**src/rtl/hkta_pkg.sv**
```systemverilog
package hkta_pkg;

   localparam logic [7:0] KEY_A     = 8'h04;
   localparam logic [7:0] KEY_Z     = 8'h1D;
   localparam logic [7:0] KEY_1     = 8'h1E;
   localparam logic [7:0] KEY_0     = 8'h27;
   localparam logic [7:0] KEY_ENTER = 8'h28;
   localparam logic [7:0] KEY_SLASH = 8'h38;
   localparam logic [7:0] KEY_CAPS  = 8'h39;
   localparam logic [7:0] KEY_RIGHT = 8'h4F;
   localparam logic [7:0] KEY_UP    = 8'h52;
   localparam logic [7:0] KEY_C     = 8'h06;

   localparam logic [7:0] MOD_SHIFT = 8'h22;
   localparam logic [7:0] MOD_CTRL  = 8'h11;

   localparam logic [7:0] CH_ETX     = 8'h03;
   localparam logic [7:0] CH_ESC     = 8'h1B;
   localparam logic [7:0] CH_BRACKET = 8'h5B;
   localparam logic [7:0] CH_LOWER_A = 8'h61;
   localparam logic [7:0] CH_UPPER_A = 8'h41;

   // Report byte positions.
   localparam logic [1:0] POS_MODIFIER = 2'd0;
   localparam logic [1:0] POS_RESERVED = 2'd1;
   localparam logic [1:0] POS_KEY      = 2'd2;

   // Register index of raw_mode.
   localparam logic REG_RAW_MODE = 1'b0;

   // One run of zero to three characters caused by one report byte.
   // chars[0] goes out first.
   typedef struct packed {
      logic [1:0]      count;
      logic [2:0][7:0] chars;
   } run_type;

   function automatic logic [7:0] digit_char(input logic [3:0] idx, input logic shift);
      logic [7:0] c;
      c = 8'h00;
      case (idx)
         4'd0: c = shift ? 8'h21 : 8'h31;
         4'd1: c = shift ? 8'h40 : 8'h32;
         4'd2: c = shift ? 8'h23 : 8'h33;
         4'd3: c = shift ? 8'h24 : 8'h34;
         4'd4: c = shift ? 8'h25 : 8'h35;
         4'd5: c = shift ? 8'h5E : 8'h36;
         4'd6: c = shift ? 8'h26 : 8'h37;
         4'd7: c = shift ? 8'h2A : 8'h38;
         4'd8: c = shift ? 8'h28 : 8'h39;
         4'd9: c = shift ? 8'h29 : 8'h30;
         default: c = 8'h00;
      endcase
      return c;
   endfunction

   // Zero means the key gives no character.
   function automatic logic [7:0] symbol_char(input logic [4:0] idx, input logic shift);
      logic [7:0] c;
      c = 8'h00;
      case (idx)
         5'd0:  c = shift ? 8'h0D : 8'h0A;
         5'd1:  c = CH_ESC;
         5'd2:  c = shift ? 8'h7F : 8'h08;
         5'd3:  c = 8'h09;
         5'd4:  c = 8'h20;
         5'd5:  c = shift ? 8'h5F : 8'h2D;
         5'd6:  c = shift ? 8'h2B : 8'h3D;
         5'd7:  c = shift ? 8'h7B : 8'h5B;
         5'd8:  c = shift ? 8'h7D : 8'h5D;
         5'd9:  c = shift ? 8'h7C : 8'h5C;
         5'd11: c = shift ? 8'h3A : 8'h3B;
         5'd12: c = shift ? 8'h22 : 8'h27;
         5'd13: c = shift ? 8'h7E : 8'h60;
         5'd14: c = shift ? 8'h3C : 8'h2C;
         5'd15: c = shift ? 8'h3E : 8'h2E;
         5'd16: c = shift ? 8'h3F : 8'h2F;
         default: c = 8'h00;
      endcase
      return c;
   endfunction

   function automatic logic [7:0] arrow_char(input logic [1:0] idx);
      logic [7:0] c;
      c = 8'h00;
      case (idx)
         2'd0: c = 8'h43;
         2'd1: c = 8'h44;
         2'd2: c = 8'h42;
         default: c = 8'h41;
      endcase
      return c;
   endfunction

   // Caps lock itself is handled by the caller; here it gives no run.
   function automatic run_type translate_key(input logic [7:0] key, input logic [7:0] mods,
                                             input logic caps);
      run_type    r;
      logic       shift;
      logic       ctrl;
      logic [7:0] c;
      logic [7:0] ofs;
      r.count = 2'd0;
      r.chars = '0;
      shift = |(mods & MOD_SHIFT);
      ctrl = |(mods & MOD_CTRL);
      c = 8'h00;
      ofs = 8'h00;
      if (key == KEY_CAPS) begin
         r.count = 2'd0;
      end else if (ctrl) begin
         if (key == KEY_C) begin
            r.count = 2'd1;
            r.chars[0] = CH_ETX;
         end
      end else if (key >= KEY_A && key <= KEY_Z) begin
         ofs = key - KEY_A;
         r.count = 2'd1;
         r.chars[0] = ((shift == caps) ? CH_LOWER_A : CH_UPPER_A) + ofs;
      end else if (key >= KEY_1 && key <= KEY_0) begin
         ofs = key - KEY_1;
         r.count = 2'd1;
         r.chars[0] = digit_char(ofs[3:0], shift);
      end else if (key >= KEY_ENTER && key <= KEY_SLASH) begin
         ofs = key - KEY_ENTER;
         c = symbol_char(ofs[4:0], shift);
         if (c != 8'h00) begin
            r.count = 2'd1;
            r.chars[0] = c;
         end
      end else if (key >= KEY_RIGHT && key <= KEY_UP) begin
         ofs = key - KEY_RIGHT;
         r.count = 2'd3;
         r.chars[0] = CH_ESC;
         r.chars[1] = CH_BRACKET;
         r.chars[2] = arrow_char(ofs[1:0]);
      end
      return r;
   endfunction

endpackage

```
**src/rtl/hkta_front.sv**
```systemverilog
module hkta_front import hkta_pkg::*; (
   input  logic       clock,
   input  logic       reset,
   input  logic       raw_mode,
   input  logic       in_valid,
   output logic       in_ready,
   input  logic [7:0] in_byte,
   input  logic       in_first,
   output logic       push_valid,
   input  logic       push_ready,
   output run_type    push_run
);

   logic [7:0] modifier_ff, modifier_in;
   logic [1:0] pos_ff, pos_in;
   logic       caps_ff, caps_in;
   logic [1:0] pos_eff;
   logic       accept;
   run_type    run;

   // The queue must have room before a byte is taken, whatever it yields.
   assign in_ready = push_ready;
   assign accept = in_valid && in_ready;

   always_comb begin
      pos_eff = in_first ? POS_MODIFIER : pos_ff;
      if (pos_eff > POS_KEY) begin
         pos_eff = POS_KEY;
      end
      pos_in = pos_ff;
      modifier_in = modifier_ff;
      caps_in = caps_ff;
      run.count = 2'd0;
      run.chars = '0;
      if (raw_mode) begin
         run.count = 2'd1;
         run.chars[0] = in_byte;
      end else if (pos_eff == POS_MODIFIER) begin
         modifier_in = in_byte;
      end else if (pos_eff == POS_KEY) begin
         run = translate_key(in_byte, modifier_ff, caps_ff);
         if (in_byte == KEY_CAPS) begin
            caps_in = ~caps_ff;
         end
      end
      if (accept) begin
         pos_in = (pos_eff < POS_KEY) ? pos_eff + 2'd1 : POS_KEY;
      end else begin
         modifier_in = modifier_ff;
         caps_in = caps_ff;
      end
   end

   always_ff @(posedge clock) begin
      if (reset) begin
         modifier_ff <= '0;
         pos_ff <= POS_MODIFIER;
         caps_ff <= 1'b0;
      end else begin
         modifier_ff <= modifier_in;
         pos_ff <= pos_in;
         caps_ff <= caps_in;
      end
   end

   assign push_valid = accept && (run.count != 2'd0);
   assign push_run = run;

endmodule

```
**src/rtl/hkta_queue.sv**
```systemverilog
module hkta_queue import hkta_pkg::*; #(
   parameter int DEPTH = 4
) (
   input  logic    clock,
   input  logic    reset,
   input  logic    push_valid,
   output logic    push_ready,
   input  run_type push_run,
   output logic    pop_valid,
   input  logic    pop_ready,
   output run_type pop_run
);

   localparam int PTR_W = (DEPTH > 1) ? $clog2(DEPTH) : 1;
   localparam int CNT_W = $clog2(DEPTH + 1);

   run_type            entries_ff [DEPTH];
   logic [PTR_W-1:0]   wr_ptr_ff, wr_ptr_in;
   logic [PTR_W-1:0]   rd_ptr_ff, rd_ptr_in;
   logic [CNT_W-1:0]   count_ff, count_in;
   logic               do_push, do_pop;

   assign push_ready = (count_ff != CNT_W'(DEPTH));
   assign pop_valid = (count_ff != '0);
   assign pop_run = entries_ff[rd_ptr_ff];
   assign do_push = push_valid && push_ready;
   assign do_pop = pop_valid && pop_ready;

   always_comb begin
      wr_ptr_in = wr_ptr_ff;
      rd_ptr_in = rd_ptr_ff;
      count_in = count_ff;
      if (do_push) begin
         wr_ptr_in = (wr_ptr_ff == PTR_W'(DEPTH - 1)) ? '0 : wr_ptr_ff + 1'b1;
      end
      if (do_pop) begin
         rd_ptr_in = (rd_ptr_ff == PTR_W'(DEPTH - 1)) ? '0 : rd_ptr_ff + 1'b1;
      end
      if (do_push && !do_pop) begin
         count_in = count_ff + 1'b1;
      end else if (do_pop && !do_push) begin
         count_in = count_ff - 1'b1;
      end
   end

   always_ff @(posedge clock) begin
      if (reset) begin
         wr_ptr_ff <= '0;
         rd_ptr_ff <= '0;
         count_ff <= '0;
      end else begin
         wr_ptr_ff <= wr_ptr_in;
         rd_ptr_ff <= rd_ptr_in;
         count_ff <= count_in;
      end
   end

   always_ff @(posedge clock) begin
      if (do_push) begin
         entries_ff[wr_ptr_ff] <= push_run;
      end
   end

endmodule

```
**src/rtl/hkta_back.sv**
```systemverilog
module hkta_back import hkta_pkg::*; (
   input  logic       clock,
   input  logic       reset,
   input  logic       pop_valid,
   output logic       pop_ready,
   input  run_type    pop_run,
   output logic       out_valid,
   input  logic       out_ready,
   output logic [7:0] out_char,
   output logic       out_last
);

   logic [1:0] idx_ff, idx_in;
   logic       sent;

   assign out_valid = pop_valid;
   assign out_last = (idx_ff == pop_run.count - 2'd1);
   assign sent = out_valid && out_ready;
   // The head run leaves the queue with its final character.
   assign pop_ready = out_ready && out_last;

   always_comb begin
      case (idx_ff)
         2'd0:    out_char = pop_run.chars[0];
         2'd1:    out_char = pop_run.chars[1];
         default: out_char = pop_run.chars[2];
      endcase
      idx_in = idx_ff;
      if (sent) begin
         idx_in = out_last ? 2'd0 : idx_ff + 2'd1;
      end
   end

   always_ff @(posedge clock) begin
      if (reset) begin
         idx_ff <= 2'd0;
      end else begin
         idx_ff <= idx_in;
      end
   end

endmodule

```
**src/rtl/hid_keycode_to_ascii.sv**
```systemverilog
// HID boot keyboard report to terminal character stream.
//
// The req_ channel takes one report byte per transaction; req_tuser marks
// the modifier byte that starts a report. The rsp_ channel gives the
// characters, with rsp_tlast on the final character caused by one byte.
// raw_mode is written through the csr_ port at byte address 0.
//
// A byte is classified in the cycle it is accepted and its zero to three
// characters are queued as one registered run; rsp_ serves the queue head.
// One byte is accepted per cycle while the run queue has room, and one
// character leaves per cycle while rsp_tready is high; an arrow key gives
// three characters. The run queue holds QUEUE_DEPTH runs, which lets input
// bytes be taken while the receiver stalls; req_tready drops only if full.
//
// Reset clears the modifier mask, caps lock, report position, raw_mode and
// the queue. Bytes are never dropped while rsp_tready is low.
module hid_keycode_to_ascii import hkta_pkg::*; #(
   parameter int QUEUE_DEPTH = 4
) (
   input  logic        clock,
   input  logic        reset,
   input  logic        req_tvalid,
   output logic        req_tready,
   input  logic [7:0]  req_tdata,   // [7:0] report_byte
   input  logic        req_tuser,   // [0] first_of_report
   output logic        rsp_tvalid,
   input  logic        rsp_tready,
   output logic [7:0]  rsp_tdata,   // [7:0] out_char
   output logic        rsp_tlast,
   input  logic        csr_psel,
   input  logic        csr_penable,
   input  logic        csr_pwrite,
   input  logic [2:0]  csr_paddr,
   input  logic [31:0] csr_pwdata,
   output logic [31:0] csr_prdata,
   output logic        csr_pready
);

   logic    raw_mode_ff, raw_mode_in;
   logic    push_valid, push_ready;
   run_type push_run;
   logic    pop_valid, pop_ready;
   run_type pop_run;

   assign csr_pready = 1'b1;

   always_comb begin
      raw_mode_in = raw_mode_ff;
      if (csr_psel && csr_penable && csr_pwrite && csr_pready
          && csr_paddr[2] == REG_RAW_MODE) begin
         raw_mode_in = csr_pwdata[0];
      end
      csr_prdata = '0;
      if (csr_paddr[2] == REG_RAW_MODE) begin
         csr_prdata = {31'd0, raw_mode_ff};
      end
   end

   always_ff @(posedge clock) begin
      if (reset) begin
         raw_mode_ff <= 1'b0;
      end else begin
         raw_mode_ff <= raw_mode_in;
      end
   end

   hkta_front u_front (
      .clock      (clock),
      .reset      (reset),
      .raw_mode   (raw_mode_ff),
      .in_valid   (req_tvalid),
      .in_ready   (req_tready),
      .in_byte    (req_tdata),
      .in_first   (req_tuser),
      .push_valid (push_valid),
      .push_ready (push_ready),
      .push_run   (push_run)
   );

   hkta_queue #(
      .DEPTH (QUEUE_DEPTH)
   ) u_queue (
      .clock      (clock),
      .reset      (reset),
      .push_valid (push_valid),
      .push_ready (push_ready),
      .push_run   (push_run),
      .pop_valid  (pop_valid),
      .pop_ready  (pop_ready),
      .pop_run    (pop_run)
   );

   hkta_back u_back (
      .clock     (clock),
      .reset     (reset),
      .pop_valid (pop_valid),
      .pop_ready (pop_ready),
      .pop_run   (pop_run),
      .out_valid (rsp_tvalid),
      .out_ready (rsp_tready),
      .out_char  (rsp_tdata),
      .out_last  (rsp_tlast)
   );

   // Nothing is offered right after reset.
   a_idle_after_reset: assert property (@(posedge clock)
      reset |=> !rsp_tvalid)
      else $error("rsp_tvalid high after reset");

   // Runs without characters never reach the queue.
   a_no_empty_run: assert property (@(posedge clock) disable iff (reset)
      rsp_tvalid |-> pop_run.count != 2'd0)
      else $error("empty run at queue head");

   // The final character of a run releases its queue entry.
   a_last_pops: assert property (@(posedge clock) disable iff (reset)
      rsp_tvalid && rsp_tready && rsp_tlast |-> pop_valid && pop_ready)
      else $error("run not popped on last character");

endmodule
```
**config.mk**
```make
export PLATFORM = sky130hd
export DESIGN_NAME = hid_keycode_to_ascii
export DESIGN_NICKNAME = d
export VERILOG_FILES = /design/src/rtl/hkta_pkg.sv /design/src/rtl/hkta_front.sv /design/src/rtl/hkta_queue.sv /design/src/rtl/hkta_back.sv /design/src/rtl/hid_keycode_to_ascii.sv
export SDC_FILE = /design/constraint.sdc
export NUM_CORES = 1
export LEC_CHECK = 0
export ABC_AREA = 1
export BUFFER_PORTS_ARGS = -buffer_cell sky130_fd_sc_hd__buf_2
export CORE_ASPECT_RATIO = 1.75
export CORE_MARGIN = 4
export CORE_UTILIZATION = 52
export CTS_BUF_LIST = sky130_fd_sc_hd__clkbuf_4 sky130_fd_sc_hd__clkbuf_8
export DETAILED_ROUTE_END_ITERATION = 8
export GPL_TIMING_DRIVEN = 0
export PLACE_DENSITY = 0.76
export SYNTH_ARGS = -nofsm -noshare
export SYNTH_HDL_FRONTEND = slang
export SYNTH_SLANG_ARGS = --single-unit
```
**constraint.sdc**
```tcl
create_clock -name clock -period 6.71 [get_ports clock]
set_input_delay 0.3355 -clock clock [delete_from_list [all_inputs] [get_ports clock]]
set_output_delay 0.3355 -clock clock [all_outputs]
set_load 0.02 [all_outputs]
```
[Yosys cells after proc, flatten, opt, wreduce, memory -nomap -nowiden]
Memories as Yosys holds them, arrays and structs flattened. A register that Yosys moved wholly into a read port is not among the register bits.
Cells that the tools add are included.
Storage, ports and cells
  memories kept: 1
  output and inout port bits: 44
  memory bits (writable): 104
  word-level logic and storage cells: 173
  register bits: 19
  input bits: 51
Memories
  u_queue.entries_ff: words 4, width 26, read ports 1, clocked after memory_dff 1, wr ports 1, RTL line hkta_queue.sv:17  | run_type entries_ff [DEPTH];
Cells by class
  reduce and logical (&&, ||, !) cells: 30
  magnitude comparators: 10
  mux-type cells: 73
  equal/unequal tests: 35
  add/subtract/negate cells: 12
  bitwise gates (word level): 4
Operators by type and width (number)
  $pmux W8 S16: 1
  $mux W8: 14
  $mux W16: 5
  $pmux W8 S10: 1
  $mux W26: 3
  $mux W5: 13
  $eq A5 B4 Y1 const B: 7
  $mux W2: 15
  $mux W7: 4
  $mux W24: 1
  $mux W6: 4
  $eq A5 B3 Y1 const B: 4
  $eq A4 B3 Y1 const B: 4
  $le A8 B6 Y1 const B: 2
  $pmux W8 S2: 1
  $logic_and A1 B1 Y1: 15
  $mux W3: 4
  $eq A5 B2 Y1 const B: 2
  $pmux W3 S3: 1
  $add A2 B1 Y2 const B: 4
  $add A8 B8 Y8: 1
  $eq A2 B2 Y1 const B: 4
  $eq A4 B2 Y1 const B: 2
  $eq A4 B4 Y1 const B: 2
  36 further kinds: 50

[Longest topological paths before layout]
Gate-level depths: netlist of run 1.
  depth after elaboration: 28
  mapped depth: 23
  depth with buffers taken out: 22

[Hierarchy]
From an unflattened synthesis of run 1, not the netlist that was laid out.
Unflattened totals
  cells, all modules: 799
  area, all modules: 7034.2 um^2
By module, submodules not included
  hkta_queue: cells each 320, area each 4362.9 um^2, times used 1
  hkta_front: cells each 375, area each 2025.7 um^2, times used 1
  hkta_back: cells each 57, area each 327.8 um^2, times used 1
  hid_keycode_to_ascii: cells each 47, area each 317.8 um^2, times used 1

[Least setup slack after synthesis of run 1]
Ideal clock, no wire load.
  path type: input port to flip-flop
  start: input req_tdata[4]
  end: register u_queue.count_ff[2]
  stages: 22
  data required time: 6588 ps
  buffers on the path: 2
  arrival time: 2653 ps
  path slack: 3935 ps
  path through: inv_2 > ha_1 > buf_6 > buf_8 > nor2_1 > nor2_1 > nand2_1 > nor2_1 > nand2_1 > nand2_1 > nand2_1 > nand2_2 > nand2_4 > nand2_2 > inv_1 > ha_1 > inv_1 > fa_1 > a21oi_1 > o21ai_0 > o21ai_0 > a21oi_1
RTL lines
  start, declared: RTL line hid_keycode_to_ascii.sv:24  | input logic [7:0] req_tdata,
  end signal, assigned: RTL line hkta_queue.sv:54  | count_ff <= count_in;
  end, declared: RTL line hkta_queue.sv:20  | logic [CNT_W-1:0] count_ff, count_in;

==> reports/qor.yml, run 1 <==
run_status:
  outcome: "finished, final reports clean"
placement:
  hpwlAfterDp_um: 9670
  placed_cell_area_um2: 5140
  gp_congestion: 0.943
  io_buffers: 29
  post-place-ws_ns: 3.16
synth:
  synth_xor_area_share_pct: 1.30
  syn_area_um2: 4730
  avgSynthCellArea_um2: 7.72
  ys_ff_latch: 71
  seq_area_frac_synth_pct: 41.0
  synth_edf_count: 52
  async_flop_share_pct: 0
  muxShareOfSynthArea_pct: 0
  yosys.area_share.simple_pct: 26.6
  synth_compound_area_share_pct: 11.7
  synth_top_family_by_area: "simple AND/OR/NAND/NOR gates"
  synth_cells: 613
  yosysUniqueCellTypes: 42
  synthAdderAreaFrac_pct: 7.30
  ys_warn_count: 0
  synth_ff_type: "edfxtp_1"
clock_network:
  cts.htree.levels: 3
  tritoncts: "done"
  postCtsSetupBuffers: 0
  cts_resized: 0
  clock_path_buffers: 2
  clock_sinks: 71
  cts_buffers: 9
  clk_pin_slew_ns: 0.07
  ctsHoldBuffers: 0
  clock-root-buffer: "clkbuf_8"
  clock_latency_ns: 0.34
power:
  seqPwrFrac_pct: 37.8
  power_frac_clock_pct: 32.9
  peakVddDrop_mv: 0.124
  power-per-cell-area_nw_per_um2: 244
  p_leak_uw: 0.00257
  switching_power_uw: 419
  internal-power_uw: 896
  p_sw_share_pct: 31.9
  combPwrFrac_pct: 29.4
  p_total_uw: 1310
setup_path:
  critical_path_arrival_ns: 3.20
  cp_max_fo: 13
  worst-setup-path-type: "input pin to flip-flop"
  crit_chain: "buf_2 -> inv_1 -> ha_1 -> nand2_1 -> nand3_1 -> nand3_2 -> nand3_1 -> nor2_1 -> nand2_1 -> nand2_2 -> nand2_4 -> nand2_2 -> nor2_1"
  r2r-start: "u_front.modifier_ff[1]"
  r2r_end: "u_queue.entries_ff[0][7]"
  cp_slowest_cell: "nor2_1"
  r2r_setup_slack_ns: 3.73
  cpPeakStageDelay_ns: 0.96
  cpLargestDelayFamily: "simple AND/OR/NAND/NOR gates"
  worst_r2r_path_depth: 10
  cp-end-kind: "flip-flop"
  cp-start-kind: "input pin"
  worstPathRequired_ns: 6.66
  cp-startpoint: "req_tdata[0]"
  crit_buf_inv: 2
layout:
  design_area_um2: 5400
  n_fill_cell: 806
  nets: 761
  n_antenna_cell: 0
  area_growth_pct: 14.0
  utilization_pct: 61.4
  drive_gt1_share_pct: 15.4
floorplan:
  die_width_um: 80.1
  io_pins: 95
  start_util_pct: 53.9
  fp-row-count: 45
  die-area_um2: 10800
  die_h_um: 134
  core_um2: 8780
timing:
  finalCriticalPeriod_ns: 3.24
  finalSetupTns_ns: 0
  slew_viol_final: 0
  setup_violations: 0
  relSlewSlack_pct: 15.2
  timing.final.ws_setup_ns: 3.47
  worstMarginPinSlew_ns: 1.27
  hold_violations: 0
  period_share_pct: 48.3
  max_freq_mhz: 308
  rsz0062_at_grt: "no"
  skew_ns: 0.00652
global_routing:
  met2_usage_pct: 43.8
  gr-total-overflow: 0
  grt_antenna_before_repair: 0
  grtUsageMet1_pct: 21.3
  grt_usage_pct: 22.9
  grt_max_degree: 14
  top_usage_layer: "met2"
  grt_pass1_wl_um: 18800
  grt_pass1_vias: 4039
  grt_util_met3_pct: 2.76
worst_hold_path:
  hp-start: "reset"
  holdCritPathClass: "input pin to flip-flop"
  holdPathStages: 2
  holdPathEnd: "u_queue.count_ff[0]"
route:
  drt-initial-drc-count: 281
  via_per_inst: 5.30
  drt-wirelength-per-cell_um: 15.2
  drtAntennaViolNets: 0
  wirelength_um: 12200
  dr.pass1.iters: 5
  vias: 4269
  drc: 0
job:
  drv_cap: 0
## worst max path at each step
stage / endpoint / slack, ns / cells after the start
final: u_queue.entries_ff[0][5] / 3.47 / 13
after global routing: u_queue.entries_ff[3][17] / 3.27 / 13
after CTS: u_queue.entries_ff[0][5] / 3.52 / 13
after detailed placement: u_queue.entries_ff[0][16] / 3.16 / 13
after global placement: u_queue.entries_ff[3][16] / 3.13 / 13
after floorplan: u_queue.count_ff[2] / 3.94 / 22
## logic make-up after synthesis
kind of cell / after synthesis
AOI/OAI and AO/OA: 101
DFF: 71
buffers and inverters: 109
other: 2
xor gates and xnor gates: 7
and+or+nand+nor: 296
adders and majority gates: 27
## synth_stat cells, types with 2 or more instances
| library cell | n | area share [%] |
|---|---|---|
| a21oi_1 | 37 | 3.9 |
| a221o_1 | 3 | 0.63 |
| buf_2 | 5 | 0.53 |
| buf_4 | 33 | 5.2 |
| clkbuf_1 | 7 | 0.56 |
| conb_1 | 2 | 0.16 |
| dfxtp_1 | 19 | 8.0 |
| edfxtp_1 | 52 | 33 |
| ha_1 | 26 | 6.9 |
| inv_1 | 52 | 4.1 |
| inv_2 | 7 | 0.56 |
| nand2_1 | 131 | 10 |
| nand2_2 | 5 | 0.66 |
| nand3_1 | 48 | 5.1 |
| nand3_2 | 2 | 0.42 |
| nand4_1 | 4 | 0.53 |
| nor2_1 | 85 | 6.7 |
| nor2_2 | 5 | 0.66 |
| nor3_1 | 11 | 1.2 |
| o211ai_1 | 2 | 0.32 |
| o21ai_0 | 38 | 4.0 |
| o21ai_1 | 5 | 0.53 |
| o22ai_1 | 10 | 1.3 |
| xor2_1 | 6 | 1.1 |
## placed cells by master, fill, tap and decap left out, types with 9 or more instances in the layout
cell type  netlist  final
a21oi_1         37     37
buf_2            5     34
buf_4           33     33
clkbuf_8         0      9
conb_1           2     32
dfxtp_1         19     19
edfxtp_1        52     52
ha_1            26     26
inv_1           52     52
nand2_1        131    131
nand3_1         48     48
nor2_1          85     85
nor3_1          11     11
o21ai_0         38     38
o22ai_1         10     10
## final cells by class
class | instances | area (um^2) | area share (%)
tap | 117 | 146 | 2.71
buffer | 47 | 325 | 6.03
inverter | 62 | 239 | 4.43
sequential | 71 | 1940 | 36.0
clock buffer | 9 | 124 | 2.30
clock inverter | 7 | 135 | 2.50
timing repair buffer | 29 | 145 | 2.69
multi-input combinational | 463 | 2340 | 43.4
## power by group through the flow
stage / Combinational [uW] / Sequential, uW / Clock (uW)
6_report: 386 / 496 / 432
5_1_grt: 425 / 498 / 451
4_1_cts: 386 / 496 / 436
3_5_place_dp: 384 / 506 / 0
3_3_place_gp: 378 / 505 / 0
2_1_floorplan: 279 / 503 / 0
## flip-flops by register name, indices dropped and copies added (netlist names), named ones only
name	flops
u_front.caps_ff	1
raw_mode_ff	1
u_front.modifier_ff	4
u_queue.wr_ptr_ff	2
u_queue.count_ff	3
u_front.pos_ff	2
u_queue.entries_ff	52
u_queue.rd_ptr_ff	2
u_back.idx_ff	2
## worst reg2reg max path: stages, from the launching register on
cell and delay [ns]:
dfxtp_1 0.32, nor2_2 0.30, clkbuf_1 0.44, xor2_1 0.33, ha_1 0.29, inv_1 0.06
ha_1 0.26, a21o_1 0.19, a21oi_1 0.18, xor2_1 0.20, o22ai_1 0.14
## layer usage
| metal | vias to the layer above | wire length [um] | part of all wire (%) |
|---|---|---|---|
| li1 | 2117 | - | - |
| met1 | 1956 | 4210 | 34 |
| met4 | 0 | 754 | 6.2 |
| met5 | - | 0 | 0 |
| met3 | 44 | 481 | 3.9 |
| met2 | 152 | 6780 | 55 |
## stage by stage
step	hold WS [ns]	std cells
floorplan	0.405	643
global placement	0.456	789
detailed placement	0.473	789
CTS	0.225	805
global route	0.246	805
finish	0.234	805
Power figures use the tool's default switching activity.
==> inputs of run 2 (changes only) <==
- clock period: 6.71 -> 3 ns (I/O delays scaled with it)
==> run 2 against run 1 <==
Effect of this change:
- sequential cell count unchanged
- wire length up 0.92%
- utilization up 0.50 points
- global-route usage about the same
- die area unchanged
- clock power up 120%
- critical path type is now flip-flop to flip-flop
- critical endpoint is now u_queue.entries_ff[2][7]
- highest routed layer unchanged
==> reports/qor.yml, run 2 (synthesis gave the netlist of run 1 again) <==
floorplan:
  die_width_um: 80.1
  start_util_pct: 53.9
  core_um2: 8780
  die_h_um: 134
  die-area_um2: 10800
  fp-row-count: 45
  io_pins: 95
clock_network:
  clock_latency_ns: 0.35
  cts_buffers: 9
  cts.htree.levels: 3
  clock_path_buffers: 2
  tritoncts: "done"
  ctsHoldBuffers: 0
  clock-root-buffer: "clkbuf_8"
  clock_sinks: 71
  clk_pin_slew_ns: 0.07
placement:
  gp_congestion: 0.943
  io_buffers: 29
  hpwlAfterDp_um: 9670
timing:
  skew_ns: 0.00646
  relSlewSlack_pct: 19.2
  worstMarginPinSlew_ns: 1.21
  slew_viol_final: 0
  hold_violations: 0
  timing.hold.ws_ns: 0.0455
  period_share_pct: 94.8
  setup_violations: 0
  max_freq_mhz: 352
  finalCriticalPeriod_ns: 2.84
  rsz0062_at_grt: "no"
setup_path:
  cp_max_fo: 10
  crit_chain: "nor2_2 -> clkbuf_2 -> xor2_1 -> ha_1 -> inv_1 -> ha_1 -> a21o_1 -> a21oi_1 -> xor2_1 -> o22ai_1"
  cp-start-kind: "flip-flop"
  worst-setup-path-type: "flip-flop to flip-flop"
  critical_path_arrival_ns: 2.91
  cpPeakStageDelay_ns: 0.32
  worstPathRequired_ns: 3.06
  cp_slowest_cell: "dfxtp_1"
  cp-end-kind: "flip-flop"
layout:
  area_growth_pct: 14.9
  mostFrequentLayoutCells: "131 x nand2_1, 82 x nor2_1, 52 x edfxtp_1"
  n_fill_cell: 804
  largest_register_ff_count: 52
  largest-register: "u_queue.entries_ff"
  final_common_cell: "nand2_1"
  nets: 763
  reg_top3: "u_queue.entries_ff (52), u_front.modifier_ff (4), u_queue.count_ff (3)"
  utilization_pct: 61.9
  drive_gt1_share_pct: 17.0
  n_antenna_cell: 0
global_routing:
  gr-total-overflow: 0
  grt_pass1_vias: 4058
  grt_pass1_wl_um: 18800
  grt_max_degree: 14
  grt_usage_pct: 22.8
  grt_antenna_before_repair: 0
route:
  via_per_inst: 5.35
  drt-wirelength-per-cell_um: 15.3
  drtAntennaViolNets: 0
  wirelength_um: 12300
  drt-initial-drc-count: 295
  dr.pass1.iters: 5
  drc: 0
  vias: 4321
power:
  power-per-cell-area_nw_per_um2: 543
  peakVddDrop_mv: 0.280
  p_leak_uw: 0.00257
run_status:
  outcome: "finished, final reports clean"
worst_hold_path:
  holdCritPathClass: "input pin to flip-flop"
job:
  drv_cap: 0
-- run 2: cell types whose count changed in the layout (fill, tap and decap cells not counted), sizes merged --
cell and delta:
buf +1, inv -2, clkinvlp +2, clkbuf +1
-- run 2: report_power, final --
group	internal, uW	switching, uW	leakage [uW]
registers	1090	24.7	0.000661
logic	292	580	0.00179
clock network	630	341	0.000125
-- run 2: final timing paths --
check	slack (ns)	endpoint	startpoint	cells after the start
min	0.05	u_queue.count_ff[0]	reset	2
min reg2reg	0.49	u_queue.count_ff[2]	u_queue.count_ff[2]	2
max reg2reg	0.16	u_queue.entries_ff[2][7]	u_front.modifier_ff[1]	10
max	0.16	u_queue.entries_ff[2][7]	u_front.modifier_ff[1]	10
-- run 2: area by class of cell --
| cell class | instances | area [um^2] | area share (%) |
|---|---|---|---|
| flip-flops and latches | 71 | 1940 | 35.7 |
| clock inverters | 7 | 135 | 2.48 |
| repair buffers | 31 | 163 | 2.99 |
| multi-input cells | 463 | 2350 | 43.3 |
| well taps | 117 | 146 | 2.69 |
| clock buffers | 9 | 124 | 2.28 |
| inverters | 62 | 249 | 4.58 |
| plain buffers | 47 | 327 | 6.00 |
-- run 2: worst max-delay path, delay by kind of cell (launching register included) --
kind | cells | cell delay [ns]
AO/OA/AOI/OAI | 3 | 0.52
XOR/XNOR | 2 | 0.50
adder cells (fa/ha/maj) | 2 | 0.55
buffers and inverters | 2 | 0.37
flip-flops | 1 | 0.32
AND/OR/NAND/NOR | 1 | 0.30
-- run 2: layer usage --
layer / vias to the layer above / track usage [%] / wire, um
met3: 45 / 2.76 / 573
met1: 1977 / 21.1 / 4200
met2: 175 / 43.9 / 6840
li1: 2124 / - / -
met5: - / 0 / 0
met4: 0 / 16.1 / 727
-- run 2: what timing repair did --
item	CTS	global route
resized for setup	2	10
endpoints found under the setup margin	10	36
buffers inserted	0	2
-- run 2: through the flow --
step / area (um^2) / setup slack (ns) / TNS (ns) / std cells / power (uW)
final: 5440 / 0.156 / 0 / 807 / 2950
after global routing: 5440 / 0.000445 / 0 / 807 / 3080
after CTS: 5400 / 0.00722 / 0 / 805 / 2950
after detailed placement: 5140 / -0.367 / -18.40 / 789 / 1990
after global placement: 5140 / -0.391 / -18.79 / 789 / 1980
after floorplan: 4850 / 0.411 / 0 / 643 / 1750
==> inputs of run 3 (changes only) <==
- CORE_MARGIN: 4 -> not set
==> run 3 against run 2 <==
Effect of this change:
- first-iteration DRC count down 8.8%
- fmax decreased by 2.0%
- register-to-register slack is essentially flat
- via count increased by 0.67%
- critical path depth grew 7
- utilization rose by 0.16 points
- power is 5.3% lower
- clock power down 18%
- non-clock buffer count did not move
- global-route usage grew 6.8 points
- sequential power barely moved
- die area is 12% lower
- critical endpoint is now u_queue.entries_ff[2][5]
- largest power group unchanged
- highest routed layer unchanged
==> reports/qor.yml, run 3 (synthesis gave the netlist of run 1 again) <==
timing:
  max_freq_mhz: 345
  slew_viol_final: 0
  period_share_pct: 96.7
  worstMarginPinSlew_ns: 1.26
  finalCriticalPeriod_ns: 2.90
  finalSetupTns_ns: 0
  hold_violations: 0
  rsz0062_at_grt: "yes"
  setup_violations: 0
  skew_ns: 0.00774
  relSlewSlack_pct: 15.7
placement:
  gp_congestion: 1.04
  io_buffers: 29
  placed_cells: 789
  hpwlAfterDp_um: 10100
layout:
  reg_top3: "u_queue.entries_ff (52), u_front.modifier_ff (4), u_queue.count_ff (3)"
  mostFrequentLayoutCells: "131 x nand2_1, 81 x nor2_1, 52 x edfxtp_1"
  final_common_cell: "nand2_1"
  regArea_um2: 1940
  drive_gt1_share_pct: 17.2
  largest-register: "u_queue.entries_ff"
  nets: 763
  area_growth_pct: 14.5
  multi_input_comb_area_um2: 2360
  fin_cells: 807
  n_antenna_cell: 0
  n_fill_cell: 776
  largest_register_ff_count: 52
setup_path:
  critical_path_arrival_ns: 2.86
  cp-end-kind: "flip-flop"
  cpLargestDelayFamily: "simple AND/OR/NAND/NOR gates"
  cp-start-kind: "input pin"
  crit_buf_inv: 4
  crit_chain: "clkbuf_4 -> inv_4 -> ha_1 -> buf_6 -> inv_6 -> nand2_1 -> nand2_1 -> nand2_1 -> nand2_1 -> nor2_1 -> nand2_1 -> nand2_1 -> nand2_1 -> nand2_2 -> nand2_4 -> nand2_2 -> nor2_1"
  cpPeakStageDelay_ns: 0.96
  worst-setup-path-type: "input pin to flip-flop"
  cp_slowest_cell: "nor2_1"
  cp_max_fo: 13
  crit_top_cell: "nand2_1"
  worstPathRequired_ns: 2.96
power:
  p_leak_uw: 0.00257
  power_frac_clock_pct: 28.3
  internal-power_uw: 1840
  power-per-cell-area_nw_per_um2: 516
  combPwrFrac_pct: 32.0
  peakVddDrop_mv: 0.247
  switching_power_uw: 956
  p_sw_share_pct: 34.2
  seqPwrFrac_pct: 39.7
global_routing:
  met2_usage_pct: 56.1
  grt_util_met3_pct: 3.54
  grt_max_degree: 14
  gr-total-overflow: 0
  top_usage_layer: "met2"
  grt_usage_pct: 29.6
  grt_antenna_before_repair: 0
  grt_pass1_wl_um: 20500
  grt_pass1_vias: 4159
  grtUsageMet1_pct: 28.2
clock_network:
  clock_sinks: 71
  cts_buffers: 9
  clock_latency_ns: 0.35
  clock-root-buffer: "clkbuf_8"
  clock_path_buffers: 2
  cts.htree.levels: 3
  ctsHoldBuffers: 0
  clk_pin_slew_ns: 0.07
  tritoncts: "done"
route:
  via_per_inst: 5.39
  vias: 4350
  drt-wirelength-per-cell_um: 16.4
  drc: 0
  dr.pass1.iters: 5
  drt-initial-drc-count: 269
  drtAntennaViolNets: 0
  wirelength_um: 13200
floorplan:
  start_util_pct: 54.2
  die_h_um: 128
  die_width_um: 74.1
  io_pins: 95
  fp-row-count: 45
  die-area_um2: 9500
  core_um2: 8730
run_status:
  outcome: "finished, final reports clean"
worst_hold_path:
  holdCritPathClass: "input pin to flip-flop"
job:
  drv_cap: 0
[run 3: cell types whose count changed in the layout (fill, tap and decap cells not counted), sizes merged]
| cell | previous run | this run |
|---|---|---|
| bufinv | 4 | 1 |
| clkinvlp | 3 | 2 |
| buf | 70 | 69 |
| clkbuf | 17 | 22 |
[run 3: layout make-up]
cell class	count	area share (%)
plain buffers	47	6.07
clock buffers	13	3.19
clock inverters	3	0.739
inverters	62	4.59
multi-input cells	463	43.6
flip-flops and latches	71	35.8
well taps	117	2.70
repair buffers	31	3.23
[run 3: through the flow]
step / hold slack (ns) / setup WS [ns] / total power, uW / utilization, % / area [um^2]
after global placement: 0.388 / -0.474 / 1980 / 58.9 / 5140
after detailed placement: 0.397 / -0.518 / 2000 / 58.9 / 5140
after global routing: 0.0286 / -0.0977 / 2940 / 62.1 / 5420
after floorplan: 0.219 / 0.411 / 1750 / - / 4850
after CTS: 0.0188 / 0.0119 / 2780 / 61.4 / 5360
final: 0.0343 / 0.0986 / 2800 / 62.1 / 5420
[run 3: timing repair]
| item | 4_1_cts | 5_1_grt |
|---|---|---|
| gates resized for setup | 3 | 12 |
| setup endpoints to repair | 53 | 53 |
| setup buffers | 0 | 2 |
| endpoints found under the hold margin | 0 | 0 |
[run 3: worst paths after layout]
check                    startpoint  cells past startpoint                        to  slack, ns
max                    req_tdata[4]                     17  u_queue.entries_ff[2][5]        0.1
max reg2reg  u_front.modifier_ff[1]                     11  u_queue.entries_ff[0][6]       0.17
min reg2reg       u_front.pos_ff[0]                      2         u_front.pos_ff[0]       0.48
min                           reset                      2         u_front.pos_ff[0]       0.03
[run 3: power by group through the flow]
| stage | Combinational [uW] | Sequential (uW) | Clock, uW |
|---|---|---|---|
| detailed placement | 869 | 1130 | 0 |
| floorplan | 624 | 1120 | 0 |
| global route | 987 | 1110 | 834 |
| global placement | 852 | 1130 | 0 |
| CTS | 876 | 1110 | 796 |
| finish | 895 | 1110 | 792 |
[run 3: routing by layer]
layer	up-vias	share of wire, %
met1	2005	34
met3	55	3.9
met4	0	6.1
met5	-	0
li1	2119	-
met2	171	56
